File: src/rtl/htl_pkg.sv
// ----------------------------------------------------------------------------
// htl_pkg
// Shared types and constants of the tiled heightmap height lookup unit.
// ----------------------------------------------------------------------------
`default_nettype none

package htl_pkg;

  // sizes
  localparam int NUM_TILES       = 4;
  localparam int MAX_GRID_POINTS = 256;
  localparam int STORE_DEPTH     = NUM_TILES * MAX_GRID_POINTS * MAX_GRID_POINTS;
  localparam int ADDR_W          = $clog2(STORE_DEPTH);
  localparam int HEIGHT_W        = 20;
  localparam int QUEUE_DEPTH     = 2;

  // divider: 8 cell bits plus 16 fraction bits
  localparam int QUOT_W   = 24;
  localparam int DIV_STEPS = QUOT_W;
  localparam int CNT_W    = $clog2(DIV_STEPS);

  // item opcodes
  localparam logic [1:0] OP_WRITE = 2'd0;
  localparam logic [1:0] OP_PLACE = 2'd1;
  localparam logic [1:0] OP_QUERY = 2'd2;

  // configuration register indexes
  localparam logic CFG_TILE_SIZE   = 1'b0;
  localparam logic CFG_GRID_POINTS = 1'b1;

  typedef struct packed {
    logic [1:0]         opcode;
    logic [1:0]         tile;
    logic [7:0]         row;
    logic [7:0]         col;
    logic signed [19:0] height_value;
    logic signed [3:0]  grid_x;
    logic signed [3:0]  grid_z;
    logic signed [23:0] pos_x;
    logic signed [23:0] pos_z;
  } in_t;

  typedef struct packed {
    logic signed [19:0] height;
    logic               covered;
    logic [1:0]         hit_tile;
  } out_t;

  // effective configuration: size never zero, grid points minus one in 1..255
  typedef struct packed {
    logic [11:0] size;
    logic [7:0]  gpm1;
  } cfg_t;

  // queue entry between front and back
  typedef struct packed {
    logic               is_query;
    logic               covered;
    logic [1:0]         tile;
    logic [7:0]         row;
    logic [7:0]         col;
    logic signed [19:0] value;
    logic [19:0]        off_x;
    logic [19:0]        off_z;
  } qent_t;

  typedef enum logic [2:0] {
    BK_IDLE,
    BK_MUL,
    BK_DIV,
    BK_READ,
    BK_WEIGHT,
    BK_SUM,
    BK_DONE
  } bk_state_e;

endpackage

`default_nettype wire

File: src/rtl/htl_fifo.sv
// ----------------------------------------------------------------------------
// htl_fifo
// Short queue decoupling the classifying front from the lookup back end.
// ----------------------------------------------------------------------------
`default_nettype none

module htl_fifo (
  input  wire logic          clk_i,
  input  wire logic          rst_ni,
  input  wire logic          push_i,
  input  wire htl_pkg::qent_t data_i,
  output logic               full_o,
  input  wire logic          pop_i,
  output logic               empty_o,
  output htl_pkg::qent_t     data_o
);
  import htl_pkg::*;

  localparam int PTR_W = (QUEUE_DEPTH > 1) ? $clog2(QUEUE_DEPTH) : 1;
  localparam int CNT_Q_W = $clog2(QUEUE_DEPTH + 1);

  qent_t               mem_q [QUEUE_DEPTH];
  logic [PTR_W-1:0]    wr_q, rd_q;
  logic [CNT_Q_W-1:0]  count_q;

  assign full_o  = (count_q == CNT_Q_W'(QUEUE_DEPTH));
  assign empty_o = (count_q == '0);
  assign data_o  = mem_q[rd_q];

  // storage
  always_ff @(posedge clk_i) begin
    if (push_i) begin
      mem_q[wr_q] <= data_i;
    end
  end

  // pointers and fill level
  always_ff @(posedge clk_i or negedge rst_ni) begin
    if (!rst_ni) begin
      wr_q    <= '0;
      rd_q    <= '0;
      count_q <= '0;
    end else begin
      if (push_i) begin
        wr_q <= (wr_q == PTR_W'(QUEUE_DEPTH - 1)) ? '0 : wr_q + 1'b1;
      end
      if (pop_i) begin
        rd_q <= (rd_q == PTR_W'(QUEUE_DEPTH - 1)) ? '0 : rd_q + 1'b1;
      end
      if (push_i && !pop_i) begin
        count_q <= count_q + 1'b1;
      end else if (pop_i && !push_i) begin
        count_q <= count_q - 1'b1;
      end
    end
  end

  a_no_overflow: assert property (@(posedge clk_i) disable iff (!rst_ni)
    full_o |-> !push_i) else $error("queue overflow");
  a_no_underflow: assert property (@(posedge clk_i) disable iff (!rst_ni)
    empty_o |-> !pop_i) else $error("queue underflow");
  a_level: assert property (@(posedge clk_i) disable iff (!rst_ni)
    count_q <= CNT_Q_W'(QUEUE_DEPTH)) else $error("queue level out of range");

endmodule

`default_nettype wire

File: config.mk
export PLATFORM = sky130hd
export DESIGN_NAME = htl_fifo
export DESIGN_NICKNAME = d
export VERILOG_FILES = /design/src/rtl/htl_pkg.sv /design/src/rtl/htl_fifo.sv
export SDC_FILE = /design/constraint.sdc
export NUM_CORES = 1
export LEC_CHECK = 0
export BUFFER_PORTS_ARGS = -buffer_cell sky130_fd_sc_hd__buf_2
export CAP_MARGIN = 40
export CORE_MARGIN = 2
export CORE_UTILIZATION = 45
export CTS_CLUSTER_DIAMETER = 120
export CTS_CLUSTER_SIZE = 16
export DETAILED_ROUTE_END_ITERATION = 8
export PLACE_DENSITY_LB_ADDON = 0.15
export REMOVE_ABC_BUFFERS = 1
export SYNTH_ARGS = -nofsm -noshare
export SYNTH_HDL_FRONTEND = slang
export SYNTH_SLANG_ARGS = --single-unit
File: constraint.sdc
create_clock -name clk_i -period 12.7 [get_ports clk_i]
set_input_delay 1.905 -clock clk_i [delete_from_list [all_inputs] [get_ports clk_i]]
set_output_delay 1.905 -clock clk_i [all_outputs]
set_load 0.03 [all_outputs]
Word-level counts from Yosys, hierarchy flattened
Memories as Yosys holds them, arrays and structs flattened.
Index checks and enable logic that the tools add are counted.
{"block": "word_totals", "regBits": 4, "ramBits": 160, "inputBits": 84, "output_inout_bits": 82, "wordCells": 21, "mem_count": 1}
{"block": "op_classes", "addsub": 4, "n_eq_ne": 1, "n_mux": 6, "n_reduce_logical": 6}
{"name": "mem_q", "words": 2, "width": 80, "rd": 1, "rd_clocked_by_memory_dff": 0, "wr": 1, "line": "htl_fifo.sv:22", "source": "qent_t mem_q [QUEUE_DEPTH];"}
{"cell": "1-bit two-way mux", "count": 4}
{"cell": "2-bit two-way mux", "count": 2}
{"cell": "1-bit adder, second input constant", "count": 2}
{"cell": "2-bit by 1-bit adder with 2-bit output, second input constant", "count": 1}
{"cell": "2-bit equality test, second input constant", "count": 1}
{"cell": "1-bit logical AND", "count": 2}
{"cell": "1-bit zero test", "count": 2}
{"cell": "2-bit zero test", "count": 1}
{"cell": "2-bit nonzero test", "count": 1}
{"cell": "2-bit by 1-bit subtractor with 2-bit output, second input constant", "count": 1}

Logic depth before layout (Yosys ltp)
Gate-level depths: netlist of run 1.
{"block": "depth", "word_depth": 4, "depth_mapped": 5, "depth_no_buf": 5}

Least setup slack after synthesis of run 1
OpenSTA, ideal clock, no wires.
{"block": "synth_path", "kind": "input -> register", "from": "input port push_i", "to": "memory mem_q[0][0] (netlist name), enable pin", "setup_time_ns": 0.528, "arrival_time_ns": 5.403, "required_time_ns": 12.172, "path_slack_ns": 6.769, "path_stages": 1, "n_path_buf": 0, "path_cell_list": "nor2b_1"}
{"block": "synth_via", "elab_chain_len": 2}
{"item": "from (decl)", "line": "htl_fifo.sv:10", "source": "input wire logic push_i,"}
{"item": "1-bit two-way mux", "line": "htl_fifo.sv:32", "source": "if (push_i) begin"}
{"item": "1-bit two-way mux (implied by the code)", "line": "htl_fifo.sv:33", "source": "mem_q[wr_q] <= data_i;"}
{"item": "to (decl)", "line": "htl_fifo.sv:22"}
No other way between the ends.

==> impl_metrics.tcl, run 1 <==
set metrics [dict create \
    clk_latency_ns 0.42 \
    yosysMostFrequentCell "edfxtp_1" \
    rsz0062_at_grt "false" \
    crit_family "buffers and inverters" \
    avgSynthCellArea_um2 24.0 \
    postLayoutCellArea_um2 7990 \
    r2r_setup_slack_ns 10.52 \
    wl_per_cell_um 15.9 \
    multi_input_area_um2 1290 \
    final_cells 637 \
    worst-path-buf-inv 3 \
    max_stage_delay_ns 0.69 \
    cp_data_arrival_time_ns 2.53 \
    critPathRequiredTime_ns 10.80 \
    n_fill_cell 1093 \
    synth_compound_area_share_pct 0 \
    busiest_layer "met2" \
    critPathMaxFanout 34 \
    grt-ovfl-total 0 \
    ys_seq_area_share_pct 77.1 \
    yosysWarningCount 0 \
    synthXorXnorAreaFrac_pct 0.689 \
    grt_pass1_vias 3004 \
    slew_headroom_pct 48.4 \
    maxSlewViolCount 0 \
    fmax_mhz 226 \
    drc 0 \
    htreeDepth 4 \
    netlist_area_um2 6360 \
    total_power_mw 2.03 \
    postCtsResizedCells 0 \
    area_growth_pct 25.6 \
    synth.distinct_cells 13 \
    skew_ns 0.00600 \
    num_vias 2998 \
    yosysTopAreaCell "edfxtp_1" \
    track_usage_pct 14.0 \
    cts_tree "yes" \
    synthCells 265 \
    diodes 0 \
    ys.flop_type "edfxtp_1" \
    dp_hpwl_um 6540 \
    fp.dieH_um 123 \
    grt_max_degree 57 \
    use_met1_pct 15.8 \
    hold_viol_final 0 \
    avgViaCountPerCell 4.71 \
    cp_slowest_cell "dfrtp_4" \
    fin_crit_ns 4.43 \
    clkSinkCount 164 \
    yosys.area_share.simple_pct 0.413 \
    maxCapViolations 0 \
    firstDrtPassIters 4 \
    grt_util_met2_pct 22.3 \
    gp_congestion 0.654 \
    placed_area_um2 7320 \
    dp.cells 605 \
    synth_area_leaders "edfxtp_1 76%, mux2_4 19%, buf_12 2.5%" \
    synth-edff-count 160 \
    final_nets 529 \
    clock-root-buffer "clkbuf_16" \
    seq_area_um2 4910 \
    ios 166 \
    crit_path_end_kind "output pin" \
    synth_mux_area_share_pct 18.8 \
    cts_buffers 17 \
    synth_top_area_share_pct 75.5 \
    drive_gt1_share_pct 61.7 \
    core_um2 13800 \
    ant_nets 0 \
    period_share_pct 34.9 \
    grt_pass1_wl_um 15100 \
    grtUsageMet3_pct 6.37 \
    crit_path_cell_trace "buf_4 > buf_16 > mux2_2 > buf_2" \
    cp-start-kind "flip-flop" \
    synth_commonest_cells "160 x edfxtp_1, 79 x mux2_4, 8 x buf_12" \
    drtIter0Drc 139 \
    grt_antenna_before_repair 1 \
    setup_tns_ns 0 \
    initial_core_util_pct 46.0 \
    crit_type "reg -> out" \
    wl_um 10100 \
    hold_path.class "reg -> reg" \
    synth_fa_ha_area_share_pct 0.197 \
    synth-seq-cells 164 \
    powerDensity_nw_per_um2 254 \
    clk_pin_slew_ns 0.06 \
    ctsLongestPathBuffers 2 \
    postCtsSetupBuffers 0 \
    worstMarginPinSlew_ns 0.773 \
    final-setup-viol-count 0 \
    io_buffers 165 \
    cts_hold_buf 0 \
    vdd_ir_drop_max_mv 0.123 \
    rows 43 \
    leakagePower_nw 3.25 \
    status "finished clean" \
    dieWidth_um 123 \
    die-area_um2 15100 \
    synthArstFlopShare_pct 2.44 \
    synth_top_family_by_area "multiplexers" \
]
## logic make-up after synthesis
kind of cell,Yosys count
DFF,164
adders and majority gates,1
and+or+nand+nor,5
xor gates and xnor gates,5
muxes,80
buffers and inverters,10
## metrics by stage
step	hold slack [ns]	util (%)	setup WS, ns
after detailed placement	0.479	53.0	8.66
after floorplan	0.455	-	6.77
after global routing	0.516	57.8	8.13
final	0.490	57.8	8.27
after CTS	0.495	57.8	8.19
after global placement	0.473	52.6	8.51
## area by class of cell
type                            count  area share, %
Sequential cell                   164           61.5
Multi-Input combinational cell     91           16.1
Timing Repair Buffer              169           11.2
Clock buffer                       19           5.42
Clock inverter                     13           2.90
Tap cell                          180           2.82
Inverter                            1         0.0470
## state kept, by name, indices dropped and copies added (netlist names)
register,flops
mem_q,160
count_q,2
rd_q,1
wr_q,1
## routing by layer
layer | vias to the layer above | share of wire, %
li1 | 1409 | -
met1 | 1456 | 40
met2 | 112 | 49
met3 | 19 | 8.6
met4 | 2 | 2.2
met5 | - | 0.069
## worst register-to-register path, cell delays in order (launching register included)
cell     delay (ns)
dfrtp_1        0.42
nor2b_4        0.61
buf_4          0.74
## final timing paths
kind | from | to | depth (start not counted)
min in group asynchronous | rst_ni | rd_q | 1
hold / removal | count_q[1] | count_q[1] | 1
setup / recovery | rd_q | data_o[59] | 4
max in group asynchronous | rst_ni | rd_q | 1
setup reg to reg | wr_q | mem_q[0][17] | 2
hold reg to reg | count_q[1] | count_q[1] | 1
## cells in the final DEF (no fill, tap or decap)
master      netlist  final
nor2b_1           2      1
nor2b_4           0      1
xnor2_1           1      1
mux2_4           79     79
buf_16            0      2
xor2_1            4      4
clkbuf_1          0      2
bufinv_16         0      6
buf_2             0    165
clkinv_4          0      3
edfxtp_1        160    160
buf_4             0      2
mux2_2            1      1
dfrtp_1           4      3
clkbuf_16         0     17
clkinvlp_4        0      2
inv_1             1      1
clkinv_2          0      2
and2_4            0      1
nor2_1            2      2
dfrtp_4           0      1
ha_1              1      1
## report_power, final
part	total (mW)	internal, mW	switching, mW
logic	0.703	0.286	0.417
registers	0.765	0.720	0.0453
clock network	0.562	0.368	0.193
(Power assumes the default switching activity.)
==> run 2: changes to the inputs <==
Clock period 12.7 ns to 4.31 ns, I/O delays scaled along.
==> impl_metrics.tcl, run 2 (same netlist as run 1, synthesis figures left out) <==
set metrics [dict create \
    hold_path.class "in -> async" \
    diodes 0 \
    largest_register_ffs 160 \
    worst-path-buf-inv 2 \
    fp.dieH_um 123 \
    post-route-util_pct 56.9 \
    postCtsResizedCells 0 \
    ant_nets 0 \
    postCtsSetupBuffers 0 \
    cp-start-kind "flip-flop" \
    rows 43 \
    drc 0 \
    crit_path_end_kind "output pin" \
    total_power_mw 5.72 \
    layout_common_cells "165 x buf_2, 160 x edfxtp_1, 79 x mux2_4" \
    die-area_um2 15100 \
    period_share_pct 68.8 \
    crit_path_cell_trace "buf_12 > mux2_2 > buf_2" \
    ctsLongestPathBuffers 2 \
    grt_pass1_wl_um 15400 \
    hold_viol_final 0 \
    vdd_ir_drop_max_mv 0.300 \
    dieWidth_um 123 \
    clkSinkCount 164 \
    track_usage_pct 14.2 \
    wl_per_cell_um 16.2 \
    skew_ns 0.00534 \
    setup_tns_ns 0 \
    area_growth_pct 23.8 \
    powerDensity_nw_per_um2 727 \
    holdWs_ns 0.0266 \
    grt-ovfl-total 0 \
    critPathRequiredTime_ns 3.66 \
    drtIter0Drc 144 \
    placed_area_um2 7320 \
    maxCapViolations 0 \
    wl_um 10300 \
    worstMarginPinSlew_ns 0.796 \
    avgViaCountPerCell 4.71 \
    status "finished clean" \
    final-setup-viol-count 0 \
    core_um2 13800 \
    htreeDepth 4 \
    cts_buffers 17 \
    postLayoutCellArea_um2 7870 \
    final_nets 529 \
    clk_latency_ns 0.41 \
    grt_pass1_vias 3092 \
    fin_crit_ns 2.96 \
    drive_gt1_share_pct 60.8 \
    layout_commonest_cell "buf_2" \
    fmax_mhz 337 \
    num_vias 2998 \
    dp_hpwl_um 6540 \
    initial_core_util_pct 46.0 \
    cts_tree "yes" \
    cp_slowest_cell "dfrtp_4" \
    largest_register "mem_q" \
    clock-root-buffer "clkbuf_16" \
    grt_antenna_before_repair 1 \
    crit_family "flip-flops" \
    firstDrtPassIters 6 \
    clk_pin_slew_ns 0.06 \
    maxSlewViolCount 0 \
    rsz0062_at_grt "false" \
    slew_headroom_pct 46.9 \
    cts_hold_buf 0 \
    critPathMaxFanout 41 \
    grt_max_degree 58 \
    io_buffers 165 \
    leakagePower_nw 3.20 \
    cp_data_arrival_time_ns 2.32 \
    gp_congestion 0.658 \
    ios 166 \
    max_stage_delay_ns 0.95 \
    n_fill_cell 1084 \
    reg_top3 "mem_q (160), count_q (2)" \
    r2r_setup_slack_ns 2.52 \
    crit_type "reg -> out" \
]
run 2: cell type report:
cell class / instances / area, um2 / share of cell area (%)
inverters: 1 / 3.75 / 0.0477
repair buffers: 169 / 893 / 11.3
clock inverters: 12 / 114 / 1.45
well taps: 180 / 225 / 2.86
flip-flops and latches: 164 / 4910 / 62.4
multi-input cells: 91 / 1290 / 16.4
clock buffers: 20 / 437 / 5.55
run 2: power breakdown:
part,switching [mW],internal [mW]
registers,0.187,2.12
clock network,0.559,0.841
logic,1.18,0.843
total,1.92,3.80
run 2: metrics by stage:
| stage | worst slack [ns] | instances |
|---|---|---|
| 2_1_floorplan | -0.363 | 256 |
| 3_3_place_gp | 1.74 | 604 |
| 3_5_place_dp | 1.73 | 605 |
| 4_1_cts | 1.27 | 637 |
| 5_1_grt | 1.22 | 637 |
| 6_report | 1.35 | 637 |
run 2: path summary, 6_finish.rpt:
check,from,cells past startpoint,to
worst max register to register,wr_q,2,mem_q[0][40]
worst min-delay path,rst_ni,1,count_q[0]
min in group clk_i,data_i[36],1,mem_q[0][36]
max in group asynchronous,rst_ni,1,rd_q
worst min register to register,count_q[1],1,count_q[1]
worst max-delay path,rd_q,3,data_o[59]
run 2: worst reg2reg max path, cell delays in order, from the launching register on:
cell,delay [ns]
dfrtp_1,0.43
nor2b_4,0.62
buf_12,0.40
run 2: metal layers:
metal  share of wire (%)  global-route usage (%)  up-vias  routed length (um)
met2                  49                    22.7      108                5080
met5                0.11                       0        -                  11
li1                    -                       -     1409                   -
met3                 9.3                    6.78       16                 958
met4                 1.7                    6.03        2                 176
met1                  40                    16.2     1463                4120
==> run 3: changes to the inputs <==
Clock period 4.31 ns to 3.1 ns, I/O delays scaled along.
==> impl_metrics.tcl, run 3 (same netlist as run 1, synthesis figures left out) <==
set metrics [dict create \
    status "finished clean" \
    max_stage_delay_ns 0.73 \
    period_share_pct 80.6 \
    ios 166 \
    rsz0062_at_grt "false" \
    cts_buffers 17 \
    grt_pass1_vias 2961 \
    ant_nets 0 \
    grt_pass1_wl_um 15000 \
    clk_pin_slew_ns 0.06 \
    postLayoutCellArea_um2 7860 \
    multi_input_area_um2 1290 \
    drc 0 \
    crit_path_cell_trace "buf_12 > mux2_2 > buf_2" \
    postCtsResizedCells 0 \
    clk_latency_ns 0.41 \
    core_um2 13800 \
    diodes 0 \
    switching_share_pct 33.9 \
    worstMarginPinSlew_ns 0.608 \
    grt-ovfl-total 0 \
    crit_path_end_kind "output pin" \
    largest_register "mem_q" \
    maxCapViolations 0 \
    drtIter0Drc 115 \
    placed_area_um2 7330 \
    dp_hpwl_um 6660 \
    rows 43 \
    cp_slowest_cell "dfrtp_4" \
    leakagePower_nw 3.19 \
    initial_core_util_pct 46.0 \
    slew_headroom_pct 59.4 \
    clock_power_share_pct 23.4 \
    dieWidth_um 123 \
    postCtsSetupBuffers 0 \
    layout_commonest_cell "buf_2" \
    dp.cells 606 \
    seq_area_um2 4910 \
    crit_type "reg -> out" \
    ctsLongestPathBuffers 2 \
    post-route-util_pct 56.9 \
    avgViaCountPerCell 4.68 \
    largest_register_ffs 160 \
    p_switching_mw 2.67 \
    wl_per_cell_um 16.3 \
    internal-power_mw 5.21 \
    n_fill_cell 1085 \
    clock-root-buffer "clkbuf_16" \
    skew_ns 0.00436 \
    final_nets 531 \
    area_growth_pct 23.6 \
    grt_antenna_before_repair 0 \
    cts_hold_buf 1 \
    drive_gt1_share_pct 60.6 \
    reg_top3 "mem_q (160), count_q (2)" \
    hold_path.class "in -> reg" \
    p_seq_share_pct 40.0 \
    firstDrtPassIters 4 \
    fp.dieH_um 123 \
    vdd_ir_drop_max_mv 0.497 \
    htreeDepth 4 \
    powerDensity_nw_per_um2 1000 \
    grt_max_degree 45 \
    final_cells 639 \
    clkSinkCount 164 \
    cts_tree "yes" \
    num_vias 2989 \
    critPathRequiredTime_ns 2.63 \
    fin_crit_ns 2.50 \
    layout_common_cells "165 x buf_2, 160 x edfxtp_1, 79 x mux2_4" \
    die-area_um2 15100 \
    io_buffers 165 \
    hold_viol_final 0 \
    maxSlewViolCount 0 \
    pwr-share-comb_pct 36.7 \
    cp_data_arrival_time_ns 2.03 \
    wl_um 10400 \
    final-setup-viol-count 0 \
    track_usage_pct 13.9 \
    holdWs_ns 0.240 \
    critPathMaxFanout 33 \
    gp_congestion 0.681 \
    cp-start-kind "flip-flop" \
    fmax_mhz 400 \
]
==> run 3: through the flow <==
stage               setup slack (ns)  total power, mW  setup TNS [ns]
finish                         0.602             7.87               0
global route                   0.486             8.23               0
CTS                            0.560             7.99               0
detailed placement              1.02             6.13               0
global placement                1.00             6.10               0
floorplan                      -1.39             5.52         -177.13
==> run 3: power groups by stage <==
stage | clock network, mW | registers, mW | logic (mW)
finish | 1.84 | 3.15 | 2.89
global route | 1.99 | 3.19 | 3.05
global placement | 0 | 3.18 | 2.92
floorplan | 0 | 3.33 | 2.19
CTS | 1.89 | 3.16 | 2.94
detailed placement | 0 | 3.20 | 2.93
==> run 3: per-layer routing <==
metal  vias to the layer above  share of wire, %  global-route usage [%]
met5                         -                 0                       0
met4                         0               1.6                    6.90
met3                        13               8.4                    6.04
met2                       104                49                    21.7
met1                      1461                41                    16.4
li1                       1411                 -                       -
==> run 3: layout make-up <==
| class | count | share of cell area (%) |
|---|---|---|
| clock inverter | 14 | 1.21 |
| tap | 180 | 2.86 |
| sequential | 164 | 62.4 |
| timing repair buffer | 171 | 11.6 |
| clock buffer | 18 | 5.46 |
| inverter | 1 | 0.0477 |
| multi-input combinational | 91 | 16.4 |
==> run 3: critical path: cells and delay by family, from the launching register on <==
| kind | cells | cell delay (ns) |
|---|---|---|
| DFF | 1 | 0.73 |
| buffers and inverters | 2 | 0.49 |
| muxes | 1 | 0.37 |
==> run 3: final timing paths <==
path / slack [ns] / cells past startpoint / to / start
min in group asynchronous: 0.40 / 2 / count_q[1] / rst_ni
min reg2reg: 0.50 / 1 / count_q[1] / count_q[1]
max reg2reg: 1.43 / 2 / mem_q[1][61] / wr_q
max in group asynchronous: 2.56 / 2 / rd_q / rst_ni
min: 0.24 / 1 / mem_q[0][52] / data_i[52]
max: 0.60 / 3 / data_o[59] / rd_q
